--- src/sv/scancode_to_ascii_key_fifo_top_defines.svh ---
// Assertion macros for the scan code key ring
`ifndef SCANCODE_TO_ASCII_KEY_FIFO_TOP_DEFINES_SVH
`define SCANCODE_TO_ASCII_KEY_FIFO_TOP_DEFINES_SVH

`ifndef SYNTH
`define SKF_ASSERT(lbl, clk, rst_n, prop) \
    lbl: assert property (@(posedge clk) disable iff (!rst_n) (prop)) \
        else $error("skf assertion failed");
`define SKF_ASSERT_IMPL(lbl, clk, rst_n, ante, cons) \
    lbl: assert property (@(posedge clk) disable iff (!rst_n) (ante) |-> (cons)) \
        else $error("skf implication failed");
`else
`define SKF_ASSERT(lbl, clk, rst_n, prop)
`define SKF_ASSERT_IMPL(lbl, clk, rst_n, ante, cons)
`endif

`endif

--- src/sv/skf_pkg.sv ---
// Types, constants and key tables for the scan code key ring
`timescale 1ns / 1ps

package skf_pkg;

    localparam int unsigned DEF_RING_DEPTH = 256;
    localparam int unsigned TABLE_LEN      = 58;

    localparam logic CMD_SCAN = 1'b0;
    localparam logic CMD_READ = 1'b1;

    localparam logic [7:0] SC_LSHIFT_MAKE  = 8'h2A;
    localparam logic [7:0] SC_RSHIFT_MAKE  = 8'h36;
    localparam logic [7:0] SC_LSHIFT_BREAK = 8'hAA;
    localparam logic [7:0] SC_RSHIFT_BREAK = 8'hB6;
    localparam logic [7:0] SC_CAPS_MAKE    = 8'h3A;

    localparam logic [6:0] CASE_OFFSET = 7'd32;

    typedef struct packed {
        logic       command;
        logic [7:0] scan_byte;
    } t_in_beat;

    typedef struct packed {
        logic [6:0] ascii_code;
        logic       char_valid;
        logic       dropped;
        logic       has_input;
    } t_out_beat;

    localparam logic [6:0] PLAIN_MAP [TABLE_LEN] = '{
        7'h00, 7'h1B, 7'h31, 7'h32, 7'h33, 7'h34, 7'h35, 7'h36, 7'h37, 7'h38,
        7'h39, 7'h30, 7'h2D, 7'h3D, 7'h08, 7'h09, 7'h71, 7'h77, 7'h65, 7'h72,
        7'h74, 7'h79, 7'h75, 7'h69, 7'h6F, 7'h70, 7'h5B, 7'h5D, 7'h0A, 7'h00,
        7'h61, 7'h73, 7'h64, 7'h66, 7'h67, 7'h68, 7'h6A, 7'h6B, 7'h6C, 7'h3B,
        7'h27, 7'h60, 7'h00, 7'h5C, 7'h7A, 7'h78, 7'h63, 7'h76, 7'h62, 7'h6E,
        7'h6D, 7'h2C, 7'h2E, 7'h2F, 7'h00, 7'h2A, 7'h00, 7'h20
    };

    localparam logic [6:0] SHIFT_MAP [TABLE_LEN] = '{
        7'h00, 7'h1B, 7'h21, 7'h40, 7'h23, 7'h24, 7'h25, 7'h5E, 7'h26, 7'h2A,
        7'h28, 7'h29, 7'h5F, 7'h2B, 7'h08, 7'h09, 7'h51, 7'h57, 7'h45, 7'h52,
        7'h54, 7'h59, 7'h55, 7'h49, 7'h4F, 7'h50, 7'h7B, 7'h7D, 7'h0A, 7'h00,
        7'h41, 7'h53, 7'h44, 7'h46, 7'h47, 7'h48, 7'h4A, 7'h4B, 7'h4C, 7'h3A,
        7'h22, 7'h7E, 7'h00, 7'h7C, 7'h5A, 7'h58, 7'h43, 7'h56, 7'h42, 7'h4E,
        7'h4D, 7'h3C, 7'h3E, 7'h3F, 7'h00, 7'h2A, 7'h00, 7'h20
    };

    function automatic logic [6:0] translate(input logic [7:0] code,
                                             input logic       shift,
                                             input logic       caps);
        logic [6:0] c;
        c = 7'd0;
        if (code < 8'(TABLE_LEN)) begin
            c = shift ? SHIFT_MAP[code[5:0]] : PLAIN_MAP[code[5:0]];
            if (caps) begin
                if (c >= 7'h61 && c <= 7'h7A) begin
                    c = c - CASE_OFFSET;
                end else if (c >= 7'h41 && c <= 7'h5A && shift) begin
                    c = c + CASE_OFFSET;
                end
            end
        end
        return c;
    endfunction

endpackage

--- src/sv/scancode_to_ascii_key_fifo_top.sv ---
// Top level: scan code set 1 translator feeding a character ring
`timescale 1ns / 1ps
`include "scancode_to_ascii_key_fifo_top_defines.svh"

// Takes one beat per cycle: either a set 1 scan code or a read request. Shift and
// caps lock state, translation and the ring pointers are all resolved in the cycle
// the beat is accepted; its result appears in the output register on the next
// cycle, one result per beat. Input is taken whenever the output register is empty
// or is being drained in the same cycle, so the sustained rate is one beat per
// clock while i_out_ready stays high; the single-port ring does one write or one
// registered read per beat. The ring holds RING_DEPTH-1 characters; a character
// arriving when full is reported with dropped set and discarded. No clearing pass after reset.
module scancode_to_ascii_key_fifo_top
    import skf_pkg::*;
#(
    parameter int unsigned RING_DEPTH = DEF_RING_DEPTH
) (
    input  logic      i_clk,
    input  logic      i_rst_n,
    input  logic      i_in_valid,
    output logic      o_in_ready,
    input  t_in_beat  i_in_data,
    output logic      o_out_valid,
    input  logic      i_out_ready,
    output t_out_beat o_out_data
);

    localparam int unsigned PTR_W = $clog2(RING_DEPTH);
    localparam logic [PTR_W-1:0] LAST_IDX = PTR_W'(RING_DEPTH - 1);

    logic [6:0]       r_ring [RING_DEPTH];
    logic [PTR_W-1:0] r_wr_ptr, n_wr_ptr;
    logic [PTR_W-1:0] r_rd_ptr, n_rd_ptr;
    logic             r_shift, n_shift;
    logic             r_caps, n_caps;
    logic             r_out_valid;
    t_out_beat        r_out, n_out;
    logic             r_from_ring, n_from_ring;
    logic [6:0]       r_rd_data;

    logic             accept;
    logic             do_push;
    logic             do_pop;
    logic [6:0]       ch;
    logic [PTR_W-1:0] wr_adv;
    logic [PTR_W-1:0] rd_adv;

    assign o_in_ready = !r_out_valid || i_out_ready;
    assign accept     = i_in_valid && o_in_ready;

    assign wr_adv = (r_wr_ptr == LAST_IDX) ? '0 : r_wr_ptr + 1'b1;
    assign rd_adv = (r_rd_ptr == LAST_IDX) ? '0 : r_rd_ptr + 1'b1;

    always_comb begin
        n_shift     = r_shift;
        n_caps      = r_caps;
        n_wr_ptr    = r_wr_ptr;
        n_rd_ptr    = r_rd_ptr;
        do_push     = 1'b0;
        do_pop      = 1'b0;
        ch          = 7'd0;
        n_from_ring = 1'b0;
        n_out       = '0;
        if (i_in_data.command == CMD_READ) begin
            if (r_rd_ptr != r_wr_ptr) begin
                do_pop      = 1'b1;
                n_rd_ptr    = rd_adv;
                n_from_ring = 1'b1;
                n_out.char_valid = 1'b1;
            end
        end else if (i_in_data.scan_byte == SC_LSHIFT_MAKE ||
                     i_in_data.scan_byte == SC_RSHIFT_MAKE) begin
            n_shift = 1'b1;
        end else if (i_in_data.scan_byte == SC_LSHIFT_BREAK ||
                     i_in_data.scan_byte == SC_RSHIFT_BREAK) begin
            n_shift = 1'b0;
        end else if (i_in_data.scan_byte == SC_CAPS_MAKE) begin
            n_caps = !r_caps;
        end else if (!i_in_data.scan_byte[7]) begin
            ch = translate(i_in_data.scan_byte, r_shift, r_caps);
            n_out.ascii_code = ch;
            if (ch != 7'd0) begin
                if (wr_adv != r_rd_ptr) begin
                    do_push          = 1'b1;
                    n_wr_ptr         = wr_adv;
                    n_out.char_valid = 1'b1;
                end else begin
                    n_out.dropped = 1'b1;
                end
            end
        end
        n_out.has_input = (n_rd_ptr != n_wr_ptr);
    end

    always_ff @(posedge i_clk) begin
        if (!i_rst_n) begin
            r_wr_ptr    <= '0;
            r_rd_ptr    <= '0;
            r_shift     <= 1'b0;
            r_caps      <= 1'b0;
            r_out_valid <= 1'b0;
        end else begin
            if (accept) begin
                r_wr_ptr <= n_wr_ptr;
                r_rd_ptr <= n_rd_ptr;
                r_shift  <= n_shift;
                r_caps   <= n_caps;
            end
            if (o_in_ready) begin
                r_out_valid <= i_in_valid;
            end
        end
    end

    always_ff @(posedge i_clk) begin
        if (accept) begin
            r_out       <= n_out;
            r_from_ring <= n_from_ring;
        end
    end

    always_ff @(posedge i_clk) begin
        if (accept && do_push) begin
            r_ring[r_wr_ptr] <= ch;
        end
        if (accept && do_pop) begin
            r_rd_data <= r_ring[r_rd_ptr];
        end
    end

    assign o_out_valid = r_out_valid;

    always_comb begin
        o_out_data = r_out;
        if (r_from_ring) begin
            o_out_data.ascii_code = r_rd_data;
        end
    end

    `SKF_ASSERT(a_no_valid_and_drop, i_clk, i_rst_n, !(o_out_valid && o_out_data.char_valid && o_out_data.dropped))
    `SKF_ASSERT_IMPL(a_drop_has_char, i_clk, i_rst_n, o_out_valid && o_out_data.dropped, o_out_data.ascii_code != 7'd0 && o_out_data.has_input)
    `SKF_ASSERT_IMPL(a_result_held, i_clk, i_rst_n, o_out_valid && !i_out_ready, ##1 o_out_valid && $stable(o_out_data))
    `SKF_ASSERT(a_ptrs_in_range, i_clk, i_rst_n, r_wr_ptr <= LAST_IDX && r_rd_ptr <= LAST_IDX)

endmodule
--- config.mk ---
export PLATFORM = sky130hd
export DESIGN_NAME = scancode_to_ascii_key_fifo_top
export DESIGN_NICKNAME = d
export VERILOG_FILES = /design/src/sv/skf_pkg.sv /design/src/sv/scancode_to_ascii_key_fifo_top.sv
export VERILOG_INCLUDE_DIRS = /design/src /design/src/sv
export SDC_FILE = /design/constraint.sdc
export NUM_CORES = 2
export LEC_CHECK = 0
export BUFFER_PORTS_ARGS = -buffer_cell sky130_fd_sc_hd__clkbuf_2
export CORE_AREA = 2 2 326 328
export CTS_BUF_LIST = sky130_fd_sc_hd__clkbuf_2 sky130_fd_sc_hd__clkbuf_4 sky130_fd_sc_hd__clkbuf_8
export CTS_CLUSTER_DIAMETER = 200
export DETAILED_ROUTE_END_ITERATION = 7
export DIE_AREA = 0 0 328 330
export PLACE_DENSITY_LB_ADDON = 0.15
export SETUP_SLACK_MARGIN = 0.3
export SYNTH_ARGS = -nofsm -noshare
export SYNTH_HDL_FRONTEND = slang
export SYNTH_SLANG_ARGS = --single-unit
--- constraint.sdc ---
create_clock -name i_clk -period 19 [get_ports i_clk]
set_input_delay 1.9 -clock i_clk [delete_from_list [all_inputs] [get_ports i_clk]]
set_output_delay 1.9 -clock i_clk [all_outputs]
set_load 0.005 [all_outputs]
==> run summary <==
critical-path maximum fanout: 112
Setup Viol. Count Final: 0
hold depth: 2
Via density: 7.08
dpl hpwl: 98,000 µm
Hold Path End: o_out_valid
crit path launch type: primary input
synthesized instance count: 3,351
routability congestion estimate: 0.860
Worst Setup End Kind: flip-flop
Post-synth EDFFs: 1,810
CORE AREA: 105,000 µm²
VDD IR-drop max: 0.0784 mV
Final Core Density: 76.3%
flops & latches, synth: 1,829
Initial DRC Count: 5,113
WP data arrival: 8.56 ns
RSZ-0062 raised after global routing: no
Fin Hold WS: 0.525 ns
vias in the first global route: 36,400
Final #Nets: 3,545
Die W: 328 µm
Design Area, Final: 79,900 µm²
CP Data Required Time: 19.55 ns
fin. max-slew vios: 0
Worst Reg-to-Reg Cells: 13
CTS Hold Buffers Added: 0
Worst-Skew Late Latency: 0.96 ns
# Post-CTS Setup Buffers: 0
register area share after synthesis: 75.1%
share of layout cells above drive strength 1: 30.9%
Die Area: 108,000 µm²
Area after DPL: 74,500 µm²
worst reg-to-reg setup slack: 12.15 ns
sum of negative setup slack: 0 ns
average cell area after synthesis: 21.7 µm²
Worst-Margin Slew: 1.30 ns
ys async rst share: 0%
synth warn: 0
failing checks: DRC
first-pass GRT wire length: 245,000 µm
CTS resizes: 0
total CTS buffers: 297
Reg2Reg Launch Point: r_shift
count of cell types in the netlist: 76
Routed WL per cell: 32.9 µm
Synth-to-Final Area Change: 9.64%
largest net degree at the start of global routing: 257
CTS tree: yes
Max Fclk: 125 MHz
Reg-to-Reg End: r_ring[185][6]
CTS clk-pin slew, worst paths: 0.06 ns
cell row count: 119
TritonRoute pass-1 iters: 8
H-tree depth: 5
total track usage: 31.8%
Leakage: 0.0232 µW
ys flop type: edfxtp_1
period utilisation layout: 42.2%
syn_nets: 3,383
port bufs: 24
Max Root-Sink Buffers: 4
Die H: 330 µm
DR DRC count: 1
post-route ant nets: 0
Hold Fails Final Rpt: 0
relative slew slack: 13.2%
Overflow after GRT: 0
hold_sp: o_out_valid
initial cell density of the core: 69.6%
num ports: 25
vias post-DR: 36,100
Max-cap violations: 0
Cell Area, Synth: 72,900 µm²
Post-Route WL: 167,000 µm
status: complete, but fails checks
Tmin final: 8.02 ns
initial antenna violation count: 7
Root Buffer Master: clkbuf_8
Hold Crit Class: reg2reg
PD cells: 99.2 nW/µm²
Clock Skews: 0.0522 ns
CP Class: in2reg
Clock Sink Count: 1,829
-- power by group --
part / switching (µW) / internal [µW]
logic: 195 / 125
clock network: 1460 / 1710
registers: 7.39 / 4420
total: 1670 / 6260
-- worst max-delay path: stages --
cell,delay (ns)
clkbuf_2,0.31
inv_1,0.26
ha_1,0.39
nor2b_1,0.17
o21ai_0,0.21
nand3_1,0.11
a211oi_1,0.72
and2_1,0.24
nor4b_1,0.50
o22ai_1,0.22
nor2_1,0.12
nand3_1,0.09
o211ai_1,0.17
nor2b_4,0.91
buf_4,0.89
buf_4,1.02
-- stage by stage --
stage,setup WS [ns],power [µW],instances
2_1_floorplan,6.70,4740,3351
3_3_place_gp,10.52,4820,4605
3_5_place_dp,10.15,4830,4605
4_1_cts,11.16,7950,5091
5_1_grt,10.51,8130,5092
6_report,10.98,7920,5095
-- kinds of logic after synthesis --
kind of cell | after synthesis | share of synthesized area (%)
DFF | 1829 | 75.1
AOI/OAI and AO/OA | 122 | 1.22
and+or+nand+nor | 508 | 3.09
buffers and inverters | 229 | 1.24
xor gates and xnor gates | 30 | 0.361
adders and majority gates | 19 | 0.326
muxes | 614 | 18.6
-- layout make-up --
cell class                 instances  area (µm²)
fill                            5243       24800
sequential                      1829       54700
inverter                          22        90.1
clock inverter                   105         673
clock buffer                     381        4740
multi-input combinational       1293       17300
tap                             1391        1740
timing repair buffer              70         541
antenna                            4        10.0
-- placed cells by master (no fill, tap or decap), drive strengths merged, types with 13 or more instances in the layout --
cell	n
a21oi	20
buf	46
clkbuf	405
clkinv	85
clkinvlp	13
dfxtp	19
edfxtp	1810
ha	19
inv	22
mux4	594
nand2	51
nand2b	18
nand3	43
nor2	315
nor2b	23
nor3	13
o21ai	23
xnor2	18
-- how the worst max path moves through the flow --
stage / cells past startpoint / to / slack [ns] / start
after floorplan: 14 / r_ring[0][6] / 6.70 / i_in_data[1]
after global placement: 16 / r_ring[184][6] / 10.52 / i_in_data[1]
after detailed placement: 16 / r_ring[185][6] / 10.15 / i_in_data[1]
after CTS: 16 / r_ring[114][6] / 11.16 / i_in_data[1]
after global routing: 17 / r_ring[114][6] / 10.51 / i_in_data[2]
final: 16 / r_ring[185][6] / 10.98 / i_in_data[1]
-- metal layers --
layer / routed length (µm) / share of wire, % / vias up / global-route usage [%]
li1: - / - / 14400 / -
met1: 62100 / 37 / 18800 / 45.6
met2: 83200 / 50 / 2471 / 49.9
met3: 16500 / 9.9 / 355 / 6.59
met4: 5620 / 3.4 / 8 / 12.0
met5: 55 / 0.033 / - / 0
-- cells in the mapped netlist (3+ instances only) --
master | count | area, µm²
edfxtp_1 | 1810 | 54400
mux2i_1 | 12 | 120
mux2_2 | 8 | 90.1
xor2_1 | 12 | 105
o22ai_1 | 4 | 25.0
and3_1 | 6 | 37.5
nor3_1 | 13 | 65.1
o311ai_0 | 3 | 26.3
o21ai_0 | 21 | 105
o221ai_1 | 3 | 26.3
a21o_1 | 4 | 30.0
nor2b_1 | 23 | 144
or3_1 | 4 | 25.0
a22oi_1 | 4 | 30.0
nand2b_1 | 18 | 113
o2111ai_1 | 4 | 35.0
mux4_2 | 594 | 13400
a21oi_1 | 19 | 95.1
nand4_1 | 10 | 62.6
o211ai_1 | 10 | 75.1
xnor2_1 | 18 | 158
buf_4 | 3 | 22.5
a31oi_1 | 5 | 31.3
nor2_1 | 315 | 1180
dfxtp_1 | 19 | 380
buf_1 | 47 | 176
clkbuf_1 | 138 | 518
nand2_1 | 51 | 191
clkinv_1 | 3 | 11.3
nand3b_1 | 3 | 22.5
buf_2 | 18 | 90.1
ha_1 | 19 | 238
nand3_1 | 39 | 195
a211oi_1 | 8 | 60.1
inv_1 | 18 | 67.6
nand3_2 | 4 | 40.0
and2_1 | 6 | 37.5
o221a_2 | 3 | 33.8
-- flip-flops by register name, indices dropped and copies added, names as in the netlist --
register	cells
r_ring	1792
r_rd_ptr	8
r_wr_ptr	8
r_out	7
r_rd_data	7
o_out_data	3
o_out_valid	1
r_caps	1
r_from_ring	1
r_shift	1
Power figures use the tool's default switching activity.
